**src/rtl/oale_pkg.sv**
```systemverilog
package oale_pkg;
  localparam int unsigned Depth     = 32;
  localparam int unsigned DataWidth = 32;
  localparam int unsigned IdxW      = $clog2(Depth);
  localparam int unsigned CntW      = $clog2(Depth + 1);

  typedef enum logic [2:0] {
    REQ_CLEAR  = 3'd0,
    REQ_INSERT = 3'd1,
    REQ_DELETE = 3'd2,
    REQ_LOCATE = 3'd3,
    REQ_APPEND = 3'd4,
    REQ_PURGE  = 3'd5
  } req_e;

  typedef enum logic [2:0] {
    ST_OK       = 3'd0,
    ST_FULL     = 3'd1,
    ST_BADPOS   = 3'd2,
    ST_EMPTY    = 3'd3,
    ST_NOTFOUND = 3'd4
  } status_e;

  typedef struct packed {
    logic [2:0]        req_type;
    logic signed [31:0] item_value;
    logic [5:0]        position;
  } req_t;

  typedef struct packed {
    logic [2:0] status;
    logic [4:0] found_index;
    logic [5:0] entry_count;
  } rsp_t;
endpackage

```
**src/rtl/oale_if.sv**
```systemverilog
interface oale_req_if;
  import oale_pkg::*;
  logic valid;
  logic ready;
  req_t data;
  modport source (output valid, output data, input ready);
  modport sink (input valid, input data, output ready);
endinterface

interface oale_rsp_if;
  import oale_pkg::*;
  logic valid;
  logic ready;
  rsp_t data;
  modport source (output valid, output data, input ready);
  modport sink (input valid, input data, output ready);
endinterface

```
**src/rtl/oale_store.sv**
```systemverilog
module oale_store (
  input  logic                           clk_i,
  input  logic                           we_i,
  input  logic [oale_pkg::IdxW-1:0]      waddr_i,
  input  logic [oale_pkg::DataWidth-1:0] wdata_i,
  input  logic [oale_pkg::IdxW-1:0]      raddr_i,
  output logic [oale_pkg::DataWidth-1:0] rdata_o
);
  import oale_pkg::*;
  logic [DataWidth-1:0] mem [Depth];

  always_ff @(posedge clk_i) begin
    if (we_i) mem[waddr_i] <= wdata_i;
    rdata_o <= mem[raddr_i];
  end
endmodule

```
**src/rtl/ordered_array_list_engine.sv**
```systemverilog
// Channel | Dir | Payload
// req     | in  | req_type, item_value, position
// rsp     | out | status, found_index, entry_count
// One request at a time through one single-port-read list memory and one
// comparator. Insert shifts entries up from the tail, delete shifts them down,
// locate/append scan from index 0, purge compares each entry with earlier ones.
// Reset clears count and control; memory content is undefined until written.
// req_i.ready stays low from accept until the response transfers.
module ordered_array_list_engine (
  input logic clk_i,
  input logic rst_ni,
  oale_req_if.sink   req_i,
  oale_rsp_if.source rsp_o
);
  import oale_pkg::*;

  typedef enum logic [3:0] {
    S_IDLE, S_DISP, S_RD, S_RW, S_SRCH_RD, S_SRCH_CMP,
    S_PG_RDI, S_PG_RDJ, S_PG_CMP, S_DONE
  } state_e;

  state_e               state_q;
  logic [2:0]           kind_q;
  logic [DataWidth-1:0] val_q, cur_q;
  logic [CntW-1:0]      pos_q, cnt_q, i_q, j_q;
  logic [2:0]           st_q;
  logic [IdxW-1:0]      fidx_q;
  logic                 we;
  logic [IdxW-1:0]      waddr, raddr;
  logic [DataWidth-1:0] wdata, rdata;

  oale_store u_store (.clk_i, .we_i(we), .waddr_i(waddr), .wdata_i(wdata),
                      .raddr_i(raddr), .rdata_o(rdata));

  assign req_i.ready = (state_q == S_IDLE);
  assign rsp_o.valid = (state_q == S_DONE);
  assign rsp_o.data.status = st_q;
  assign rsp_o.data.found_index = 5'(fidx_q);
  assign rsp_o.data.entry_count = 6'(cnt_q);

  // memory port control, by state
  always_comb begin
    we = 1'b0; waddr = '0; wdata = rdata; raddr = '0;
    unique case (state_q)
      S_RD: begin
        // insert reads i-1 going down; delete/purge-remove reads i going up
        raddr = (kind_q == REQ_INSERT) ? IdxW'(i_q - 1'b1) : IdxW'(i_q);
      end
      S_RW: begin
        we = 1'b1;
        waddr = (kind_q == REQ_INSERT) ? IdxW'(i_q) : IdxW'(i_q - 1'b1);
      end
      S_SRCH_RD: raddr = IdxW'(i_q);
      S_PG_RDI:  raddr = IdxW'(i_q);
      S_PG_RDJ:  raddr = IdxW'(j_q);
      default: ;
    endcase
    if (state_q == S_DISP && kind_q == REQ_INSERT && i_q == pos_q &&
        cnt_q < CntW'(Depth)) begin
      we = 1'b1; waddr = IdxW'(pos_q); wdata = val_q;
    end
    if (state_q == S_SRCH_CMP && kind_q == REQ_APPEND && i_q == cnt_q &&
        cnt_q < CntW'(Depth)) begin
      we = 1'b1; waddr = IdxW'(cnt_q); wdata = val_q;
    end
  end

  always_ff @(posedge clk_i or negedge rst_ni) begin
    if (!rst_ni) begin
      state_q <= S_IDLE; cnt_q <= '0; st_q <= ST_OK; fidx_q <= '0;
      kind_q <= '0; val_q <= '0; cur_q <= '0; pos_q <= '0; i_q <= '0; j_q <= '0;
    end else begin
      unique case (state_q)
        S_IDLE: if (req_i.valid) begin
          kind_q <= req_i.data.req_type;
          val_q  <= DataWidth'(signed'(req_i.data.item_value));
          pos_q  <= CntW'(req_i.data.position);
          st_q   <= ST_OK; fidx_q <= '0;
          state_q <= S_DISP;
          // insert walks down from count; others start as set in dispatch
          i_q <= cnt_q;
        end
        S_DISP: begin
          state_q <= S_DONE;
          priority case (kind_q)
            REQ_CLEAR: cnt_q <= '0;
            REQ_INSERT: begin
              if (cnt_q >= CntW'(Depth)) st_q <= ST_FULL;
              else if (pos_q > cnt_q) st_q <= ST_BADPOS;
              else if (i_q == pos_q) cnt_q <= cnt_q + 1'b1;
              else state_q <= S_RD;
            end
            REQ_DELETE: begin
              if (cnt_q == '0) st_q <= ST_EMPTY;
              else if (pos_q >= cnt_q) st_q <= ST_BADPOS;
              else begin i_q <= pos_q + 1'b1; state_q <= S_RD; end
            end
            REQ_LOCATE, REQ_APPEND: begin i_q <= '0; state_q <= S_SRCH_RD; end
            REQ_PURGE: begin i_q <= CntW'(1); state_q <= S_PG_RDI; end
            default: ;
          endcase
        end
        S_RD: begin
          if (kind_q != REQ_INSERT && i_q >= cnt_q) begin
            cnt_q <= cnt_q - 1'b1;
            state_q <= (kind_q == REQ_PURGE) ? S_PG_RDI : S_DONE;
          end else state_q <= S_RW;
        end
        S_RW: begin
          if (kind_q == REQ_INSERT) begin
            i_q <= i_q - 1'b1;
            // pos slot gets written by dispatch when i reaches pos
            state_q <= (i_q - 1'b1 == pos_q) ? S_DISP : S_RD;
          end else begin
            i_q <= i_q + 1'b1; state_q <= S_RD;
          end
        end
        S_SRCH_RD: begin
          if (i_q >= cnt_q) begin
            state_q <= S_SRCH_CMP;
          end else state_q <= S_SRCH_CMP;
        end
        S_SRCH_CMP: begin
          if (i_q >= cnt_q) begin
            state_q <= S_DONE;
            if (kind_q == REQ_LOCATE) st_q <= ST_NOTFOUND;
            else if (cnt_q >= CntW'(Depth)) st_q <= ST_FULL;
            else cnt_q <= cnt_q + 1'b1;
          end else if (rdata == val_q) begin
            if (kind_q == REQ_LOCATE) fidx_q <= IdxW'(i_q);
            state_q <= S_DONE;
          end else begin
            i_q <= i_q + 1'b1; state_q <= S_SRCH_RD;
          end
        end
        S_PG_RDI: begin
          if (i_q >= cnt_q) state_q <= S_DONE;
          else begin j_q <= '0; state_q <= S_PG_RDJ; end
        end
        S_PG_RDJ: begin
          if (j_q == '0) cur_q <= rdata; // data of entry i
          state_q <= S_PG_CMP;
        end
        S_PG_CMP: begin
          // j stays below i, so a match is an earlier copy of entry i
          if (rdata == cur_q) begin
            // remove entry i: shift from i+1 down
            i_q <= i_q + 1'b1; state_q <= S_RD;
            j_q <= i_q;
          end else if (j_q + 1'b1 >= i_q) begin
            i_q <= i_q + 1'b1; state_q <= S_PG_RDI;
          end else begin
            j_q <= j_q + 1'b1; state_q <= S_PG_RDJ;
          end
        end
        S_DONE: if (rsp_o.ready) state_q <= S_IDLE;
        default: state_q <= S_IDLE;
      endcase
      // purge removal finished: resume at the same i
      if (state_q == S_RD && kind_q == REQ_PURGE && i_q >= cnt_q) i_q <= j_q;
    end
  end
endmodule
```
**src/flat_wrapper.sv**
```systemverilog
// flat-port wrapper written by rule: the top's interface ports become plain ports
module ordered_array_list_engine_flat import oale_pkg::*;
  (clk_i, rst_ni, req_i_valid, req_i_data, req_i_ready, rsp_o_valid, rsp_o_data, rsp_o_ready);
  oale_req_if req_i_i ();
  oale_rsp_if rsp_o_i ();
  input logic clk_i;
  input logic rst_ni;
  input wire logic [$bits(req_i_i.valid)-1:0] req_i_valid;
  input wire logic [$bits(req_i_i.data)-1:0] req_i_data;
  output wire logic [$bits(req_i_i.ready)-1:0] req_i_ready;
  output wire logic [$bits(rsp_o_i.valid)-1:0] rsp_o_valid;
  output wire logic [$bits(rsp_o_i.data)-1:0] rsp_o_data;
  input wire logic [$bits(rsp_o_i.ready)-1:0] rsp_o_ready;
  assign req_i_i.valid = req_i_valid;
  assign req_i_i.data = req_i_data;
  assign req_i_ready = req_i_i.ready;
  assign rsp_o_valid = rsp_o_i.valid;
  assign rsp_o_data = rsp_o_i.data;
  assign rsp_o_i.ready = rsp_o_ready;
  ordered_array_list_engine u_core (.clk_i(clk_i), .rst_ni(rst_ni), .req_i(req_i_i), .rsp_o(rsp_o_i));
endmodule
```
**config.mk**
```make
export PLATFORM = sky130hd
export DESIGN_NAME = ordered_array_list_engine_flat
export DESIGN_NICKNAME = d
export VERILOG_FILES = /design/src/rtl/oale_pkg.sv /design/src/rtl/oale_if.sv /design/src/rtl/oale_store.sv /design/src/rtl/ordered_array_list_engine.sv /design/src/flat_wrapper.sv
export SDC_FILE = /design/constraint.sdc
export NUM_CORES = 1
export LEC_CHECK = 0
export BUFFER_PORTS_ARGS = -buffer_cell sky130_fd_sc_hd__buf_2
export CAP_MARGIN = 10
export CORE_ASPECT_RATIO = 1.4
export CORE_MARGIN = 2
export CORE_UTILIZATION = 60
export DETAILED_ROUTE_END_ITERATION = 16
export PLACE_DENSITY_LB_ADDON = 0.1
export SYNTH_ARGS = -nofsm -noshare
export SYNTH_HDL_FRONTEND = slang
export SYNTH_HIERARCHICAL = 1
export SYNTH_SLANG_ARGS = --single-unit
```
**constraint.sdc**
```tcl
create_clock -name clk_i -period 5.47 [get_ports clk_i]
set_input_delay 0 -clock clk_i [delete_from_list [all_inputs] [get_ports clk_i]]
set_output_delay 0 -clock clk_i [all_outputs]
set_load 0.02 [all_outputs]
```
; Word level (Yosys, flattened, before mapping)
; Memories as Yosys holds them, arrays and structs flattened. A register that Yosys moved wholly into a read port is not among the register bits.
; Cells that the tools add are included.
[word_totals]
ff_bits = 103
latchBits = 0
ramBits = 1024
romBits = 0
inputBits = 45
out_inout_bits = 16
word_cells = 167
memories = 1
[memory_table]
columns = memory, depth, width, rd, rd_clocked_by_memory_dff, wr, line_no
row1 = u_core.u_store.mem, 32, 32, 1, 1, 1, oale_store.sv:10  ; logic [DataWidth-1:0] mem [Depth];
[op_classes]
n_addsub = 6
mul = 0
div_mod_pow = 0
order_cmp = 6
eq_ne = 46
n_shift = 0
muxes = 70
bitwise = 0
n_reduce_logical = 28
[ops]
columns = op, n
row1 = $mux 6, 19
row2 = $eq 32x32->1, 2
row3 = $mux 32, 2
row4 = $mux 4, 14
row5 = $mux 5, 9
row6 = $pmux 4 s10, 1
row7 = $pmux 6 s3, 2
row8 = $pmux 6 s5, 1
row9 = $add 6x1->6 const B, 4
row10 = $mux 3, 8
row11 = $ne 3x3->1 const B, 8
row12 = $pmux 6 s2, 2
row13 = $eq 6x6->1, 3
row14 = $ge 6x6->1, 3
row15 = $eq 4x3->1 const B, 4
row16 = $ne 2x2->1 const B, 8
row17 = $ne 4x4->1 const B, 4
row18 = $pmux 4 s4, 1
row19 = $pmux 5 s3, 1
row20 = $logic_not 6->1, 2
row21 = $sub 6x1->6 const B, 2
row22 = $pmux 5 s2, 1
row23 = $logic_and 1x1->1, 9
row24 = $pmux 3 s3, 1
row25 = other kinds (29), 45

; Longest topological paths before layout
; Gate-level depths: netlist (run 1).
[logic_depth]
ltp_word = 8
ltp_mapped = 15
mapped_depth_nobuf = 10

; Modules after synthesis
; The synthesis (run 1) kept the hierarchy.
[modules_own_cells]
columns = mod, instances, cells_each, area_per_inst_um2, seq_area_each_um2
row1 = oale_store, 1, 2260, 40492.6, 31390.1
row2 = ordered_array_list_engine, 1, 800, 7195.7, 2577.5

; Worst setup path before layout (run 1)
; Ideal clock, no wire load.
[synth_timing]
path_type = reg-to-reg
start = reg u_core.cnt_q[5]
end = mem u_core.u_store.mem[28][0] (enable)
setup_time_ps = 421
arrival_ps = 4031
required_ps = 5049
setup_slack_ps = 1018
path_stages_with_launch = 13
n_path_buf = 4
synth_period_minus_slack_ps = 4452
cell_sequence = dfrtp_1 buf_2 inv_1 ha_1 and4_1 and4_1 clkbuf_1 nor2_2 buf_2 nand2_1 or3b_2 clkbuf_1 nor2_1
[synth_via]
elab_chain_len = 6
elab_cells_between_ends = 11
classes_between = 1 x order compare / 1 x eq/ne / 6 x mux / 3 x reduce/logical
[synth_lines]
columns = element, line_no
row1 = from (decl), ordered_array_list_engine.sv:25  ; logic [CntW-1:0] pos_q, cnt_q, i_q, j_q;
row2 = from (signal assigned), ordered_array_list_engine.sv:90  ; else if (i_q == pos_q) cnt_q <= cnt_q + 1'b1;
row3 = from (signal assigned), ordered_array_list_engine.sv:105  ; cnt_q <= cnt_q - 1'b1;
row4 = from (signal assigned), ordered_array_list_engine.sv:128  ; else cnt_q <= cnt_q + 1'b1;
row5 = $lt 6x6->1 / $eq 6x6->1 (equally long branches), "ordered_array_list_engine.sv:59, ordered_array_list_engine.sv:63, ordered_array_list_engine.sv:62"
row6 = $logic_and 1x1->1 (on tied branches), "ordered_array_list_engine.sv:58, ordered_array_list_engine.sv:62"
row7 = $mux 1 / $logic_and 1x1->1 (equally long branches), "ordered_array_list_engine.sv:58, ordered_array_list_engine.sv:62"
row8 = $mux 1 (*), ordered_array_list_engine.sv:62  ; if (state_q == S_SRCH_CMP && kind_q == REQ_APPEND && i_q == cnt_q &&
row9 = net u_core.we, ordered_array_list_engine.sv:28  ; logic we;
row10 = $mux 1 (*), oale_store.sv:13  ; if (we_i) mem[waddr_i] <= wdata_i;
row11 = $mux 1 (implied by the code) (*), oale_store.sv:13
row12 = to (decl), oale_store.sv:10
; The timed path passes the listed nets; every way through them passes the cells marked *.

; Final worst setup path (run 1)
[layout_timing]
start = reg u_core.kind_q[0]
end = reg u_core/u_store/rdata_o[21] (netlist bit), read port of u_core.u_store.mem
[layout_via]
elab_chain_len = 3
[layout_lines]
columns = element, line_no
row1 = from (decl), ordered_array_list_engine.sv:23  ; logic [2:0] kind_q;
row2 = from (signal assigned), ordered_array_list_engine.sv:75  ; kind_q <= req_i.data.req_type;
row3 = $eq 3x1->1, ordered_array_list_engine.sv:47  ; raddr = (kind_q == REQ_INSERT) ? IdxW'(i_q - 1'b1) : IdxW'(i_q);
row4 = $mux 5, ordered_array_list_engine.sv:47
row5 = $pmux 5 s3, ordered_array_list_engine.sv:44  ; unique case (state_q)
row6 = net u_core.raddr[2], ordered_array_list_engine.sv:29  ; logic [IdxW-1:0] waddr, raddr;
row7 = to (decl), oale_store.sv:7  ; output logic [oale_pkg::DataWidth-1:0] rdata_o
; The timed path passes the listed nets, and every way through them passes these cells.
; A chain may end at the register's enable or synchronous reset.

==> impl_metrics.tcl, run 1 <==
set metrics [dict create \
    syn_area_per_cell_sq_um 15.6 \
    syn_nets 3132 \
    cts_buffer_depth 3 \
    port_buffers 60 \
    async_flop_share_pct 8.89 \
    grt_usage_pct 29.0 \
    avgRoutedWirePerCell_um 26.7 \
    first_global_vias 27838 \
    coreArea_sq_um 78900 \
    setup_tns_ns 0 \
    drive_above_1_share_pct 13.6 \
    peakVddDrop_v 0.000329 \
    rsz0062_at_grt "no" \
    io_pins 61 \
    clk_pin_slew_ns 0.06 \
    fin_crit_ns 4.73 \
    dr.first_iter.drc_count 2374 \
    die_h_um 338 \
    num_vias 27219 \
    ys_seq_area_share_pct 71.2 \
    dr.pass1.iters 5 \
    synth_seq_cells 1159 \
    die_area_sq_um 81800 \
    fin_util_pct 68.4 \
    fmax_mhz 211 \
    hold_viol_final 0 \
    nets 3312 \
    gp_congestion 0.915 \
    routed_wl_um 117000 \
    synthFlopType "edfxtp_1" \
    antenna_found_initial 2 \
    h-tree-depth 3 \
    ctsResizeCount 0 \
    cts.sinks 1159 \
    leakage_nw 17.7 \
    fillers 5329 \
    initial_utilization_pct 60.4 \
    drc_errors 0 \
    skew_ns 0.0370 \
    synth_area_leader_cell "edfxtp_1" \
    start_kind "flip-flop" \
    cts-root-buf "clkbuf_16" \
    grt_max_degree 98 \
    ys_warn_count 6 \
    max_cap_viol_count 0 \
    row_count 122 \
    dp_hpwl_um 73200 \
    required_ns 5.98 \
    clk_latency_ns 0.69 \
    cp-end-kind "flip-flop" \
    die_w_um 242 \
    via_per_inst 6.20 \
    cts_tree "built" \
    relSlewSlack_pct 23.4 \
    crit_path_max_fanout 21 \
    final-setup-viol-count 0 \
    syn-cell-area_sq_um 47700 \
    status "complete, no violations" \
    critical_path_class "reg -> reg" \
    synthTopCellsByArea "edfxtp_1 (64%), mux2i_1 (11%), dfrtp_1 (5.4%), nand2_1 (2.0%), a22oi_1 (1.6%)" \
    layout_commonest_cell "edfxtp_1" \
    numCtsBuffers 106 \
    synthDistinctLibCells 74 \
    arrival_ns 5.24 \
    synth_enable_flop_cells 1024 \
    min_path_type "in -> reg" \
    grt_overflow 0 \
    netlist_instances 3060 \
    cellPowerDensity_nw_per_um2 495 \
    final.period_utilization_pct 86.5 \
    most-common-layout-cells "edfxtp_1 (1,024), mux2i_1 (515), nand2_1 (247)" \
    slew_violations 0 \
    worstMarginPinSlew_ns 1.15 \
    synth_top_area_share_pct 64.5 \
    grt_pass1_wl_um 177000 \
    syn2layout_area_growth_pct 13.3 \
    postRouteAntennaNets 0 \
]
-- repair_timing --
action                                  4_1_cts  5_1_grt
buffers inserted                              0        0
endpoints found under the setup margin        0        0
hold buffers                                 84        0
hold endpoints to repair                     81        0
-- cells by family after synthesis --
kind of cell	share of synthesized area [%]
flops	71.2
mux	12.4
simple gates	5.65
compound gates	6.14
buf+inv	2.20
xor+xnor	1.69
fa+ha+maj	0.708
-- cells in the mapped netlist, types with 38 or more instances --
cell	instances
clkbuf_1	56
nor2_1	78
dfrtp_1	103
nand2_1	249
nand3_1	113
nor3_1	48
a22oi_1	101
a31oi_1	38
xor2_1	74
mux2i_1	515
a22o_1	72
mux2_2	60
buf_2	47
a21oi_1	126
edfxtp_1	1024
-- state kept, by name, summed over array words and instances (netlist names), 5 cells and up --
signal,cells
u_core/cnt_q,6
u_core/u_store/rdata_o,32
u_core/val_q,32
u_core/i_q,6
u_core/fidx_q,5
u_core/cur_q,32
u_core/j_q,6
u_core/pos_q,6
u_core/u_store/mem,1024
-- through the flow --
step	area (sq um)	worst slack [ns]	hold WS [ns]	power (mW)	instances
after floorplan	47700	1.02	-0.296	16.3	3060
after global placement	49600	1.01	0.0256	18.9	4101
after detailed placement	49600	0.927	0.0316	19.1	4101
after CTS	54000	0.919	0.0527	26.7	4384
after global routing	54000	0.538	0.0924	27.8	4387
final	54000	0.739	0.0880	26.7	4387
-- report_power, final --
part / switching, mW / total (mW) / internal, mW
Sequential: 0.769 / 12.1 / 11.4
Clock: 3.21 / 7.44 / 4.23
Combinational: 4.75 / 7.15 / 2.40
Total: 8.72 / 26.7 / 18.0
-- final cells by class --
class / instances / area [sq um] / area share, %
inverter: 22 / 82.6 / 0.153
timing repair buffer: 242 / 2130 / 3.95
antenna: 2 / 5.00 / 0.00927
tap: 1054 / 1320 / 2.44
sequential: 1159 / 34000 / 62.9
clock buffer: 132 / 2840 / 5.26
clock inverter: 67 / 693 / 1.28
multi-input combinational: 1709 / 13000 / 24.0
-- path summary, 6_finish.rpt --
check	startpoint	end	slack [ns]	depth (start not counted)
worst max-delay path	u_core/kind_q[0]$_DFFE_PN0P_	u_core/u_store/rdata_o[21]$_DFF_P_	0.74	11
worst min-delay path	req_i_data[0]	u_core/pos_q[0]$_DFFE_PN0P_	0.09	4
worst max register to register	u_core/kind_q[0]$_DFFE_PN0P_	u_core/u_store/rdata_o[21]$_DFF_P_	0.74	11
worst min register to register	u_core/st_q[1]$_DFFE_PN0P_	u_core/st_q[1]$_DFFE_PN0P_	0.50	1
max in group asynchronous	rst_ni	u_core/val_q[27]$_DFFE_PN0P_	4.23	4
min in group asynchronous	rst_ni	u_core/pos_q[3]$_DFFE_PN0P_	0.39	4
-- critical path, cell delays in order, from the launching register on --
cell	delay [ns]
dfrtp_1	0.56
or3b_1	0.68
inv_1	0.39
nand3_1	0.14
o211ai_1	0.66
nor2b_4	0.72
buf_12	0.27
buf_12	0.19
a22o_1	0.15
nor3_1	0.08
a31oi_1	0.45
nand3_1	0.22
-- routing by layer --
layer | share of wire [%] | vias to the layer above | wire [um] | GRT usage [%]
met4 | 3.0 | 0 | 3470 | 9.64
met3 | 6.3 | 210 | 7350 | 4.10
li1 | - | 12151 | - | -
met1 | 40 | 13872 | 47500 | 38.5
met5 | 0 | - | 0 | 0
met2 | 50 | 986 | 59000 | 49.7
No activity file was read; power rests on OpenSTA's default activity.
==> run 2, diff against run 1 <==
HOLD_SLACK_MARGIN = 0.1   (was default)
==> run 2 against run 1 <==
Net effect: non-clock buffer count rose by 36; wire length rose by 0.90%; clock skew down 0.0043 ns; clock-buffer cell count unchanged; combinational power grew 1%; power increased by 0.23%; core utilization grew 0.45 points; sequential share of layout area fell by 0.41 points; critical path depth did not move.
==> impl_metrics.tcl, run 2 (same netlist as run 1, synthesis figures left out) <==
set metrics [dict create \
    fin_util_pct 68.9 \
    skew_ns 0.0328 \
    seq_power_share_pct 45.3 \
    drive_above_1_share_pct 13.4 \
    placed_cell_area_sq_um 49600 \
    io_pins 61 \
    crit_path_max_fanout 21 \
    cp_num_buf_inv 3 \
    final.period_utilization_pct 85.9 \
    cp-end-kind "flip-flop" \
    die_area_sq_um 81800 \
    grt_overflow 0 \
    p_int_mw 18.0 \
    p_switching_mw 8.76 \
    slew_violations 0 \
    grt_usage_pct 29.2 \
    dp_hpwl_um 73200 \
    crit_slowest_cell "nor2b_4" \
    critPathTopFamily "simple AND/OR/NAND/NOR gates" \
    largest_reg_flops 1024 \
    comb_power_share_pct 27.0 \
    die_w_um 242 \
    postRouteAntennaNets 0 \
    dr.first_iter.drc_count 2425 \
    cts_buffer_depth 3 \
    worstMarginPinSlew_ns 1.18 \
    dr.pass1.iters 5 \
    fmax_mhz 213 \
    drc_errors 0 \
    fin_crit_ns 4.70 \
    cts_tree "built" \
    initial_utilization_pct 60.4 \
    start_kind "flip-flop" \
    reg2reg_depth 11 \
    clockPowerShare_pct 27.7 \
    min_path_type "in -> reg" \
    most-common-layout-cells "edfxtp_1 (1,024), mux2i_1 (515), nand2_1 (247)" \
    avgRoutedWirePerCell_um 26.8 \
    leakage_nw 17.9 \
    cts-root-buf "clkbuf_16" \
    nets 3348 \
    rsz0062_at_grt "no" \
    crit_chain "or3b_1, inv_1, nand3_1, o211ai_1, nor2b_4, buf_12, buf_12, a22o_1, nor3_1, a31oi_1, nand3_1" \
    cpPeakStageDelay_ns 0.72 \
    clk_pin_slew_ns 0.06 \
    arrival_ns 5.22 \
    clk_latency_ns 0.69 \
    row_count 122 \
    max_cap_viol_count 0 \
    status "complete, no violations" \
    die_h_um 338 \
    grt_max_degree 98 \
    relSlewSlack_pct 21.3 \
    final-setup-viol-count 0 \
    numCtsBuffers 106 \
    fin_area_sq_um 54400 \
    antenna_found_initial 1 \
    required_ns 5.99 \
    ctsResizeCount 0 \
    cts.sinks 1159 \
    setup_tns_ns 0 \
    coreArea_sq_um 78900 \
    sw_frac_of_total_pct 32.7 \
    grt_pass1_wl_um 178000 \
    place_inst 4101 \
    place_ws_ns 0.927 \
    num_vias 27347 \
    gp_congestion 0.915 \
    port_buffers 60 \
    first_global_vias 28102 \
    power_mw 26.8 \
    cellPowerDensity_nw_per_um2 493 \
    cp.depth 11 \
    hold_ws_ns 0.194 \
    layout_commonest_cell "edfxtp_1" \
    routed_wl_um 118000 \
    stdcell_count 4422 \
    syn2layout_area_growth_pct 14.0 \
    finalWorstSetupSlack_ns 0.770 \
    peakVddDrop_v 0.000347 \
    whs_path_depth 5 \
    via_per_inst 6.18 \
    hold_viol_final 0 \
    regMostFlops "u_core/u_store/mem" \
    critical_path_class "reg -> reg" \
    h-tree-depth 3 \
]
-- run 2: what timing repair did --
item                                   in CTS  in global routing
buffers inserted                            0                  0
hold buffers                              120                  0
endpoints found under the hold margin     146                  0
-- run 2: final cells by class --
type | count | area (sq um)
clock inverter | 67 | 693
clock buffer | 132 | 2840
inverter | 22 | 82.6
multi-input combinational | 1709 | 13000
sequential | 1159 | 34000
tap | 1054 | 1320
fill | 5271 | 24600
antenna | 1 | 2.50
timing repair buffer | 278 | 2490
-- run 2: final timing paths --
check                                              from                                 end  slack, ns
setup / recovery           u_core/kind_q[0]$_DFFE_PN0P_  u_core/u_store/rdata_o[21]$_DFF_P_       0.77
hold / removal                              rsp_o_ready       u_core/state_q[3]$_DFFE_PN0P_       0.19
setup reg to reg           u_core/kind_q[0]$_DFFE_PN0P_  u_core/u_store/rdata_o[21]$_DFF_P_       0.77
hold reg to reg              u_core/st_q[1]$_DFFE_PN0P_          u_core/st_q[1]$_DFFE_PN0P_       0.50
max in group asynchronous                        rst_ni         u_core/val_q[0]$_DFFE_PN0P_       4.25
min in group asynchronous                        rst_ni        u_core/fidx_q[0]$_DFFE_PN0P_       0.39
-- run 2: power groups by stage --
stage               clock network [mW]  registers [mW]  logic, mW
floorplan                            0            11.9       4.43
global placement                     0            12.3       6.67
detailed placement                   0            12.3       6.79
CTS                               7.54            12.1       7.10
global route                      7.88            12.2       7.74
finish                            7.43            12.1       7.22
-- run 2: routing by layer --
layer	vias to the layer above	wire length, um	track usage [%]
met5	-	0	0
met4	0	3720	10.2
met3	216	7690	4.24
met2	1002	59200	49.9
met1	13918	47800	38.7
li1	12211	-	-
-- run 2: worst register-to-register path: stages, from the launching register on --
cell	delay (ns)
dfrtp_1	0.57
or3b_1	0.67
inv_1	0.40
nand3_1	0.14
o211ai_1	0.65
nor2b_4	0.72
buf_12	0.29
buf_12	0.20
a22o_1	0.16
nor3_1	0.08
a31oi_1	0.44
nand3_1	0.21
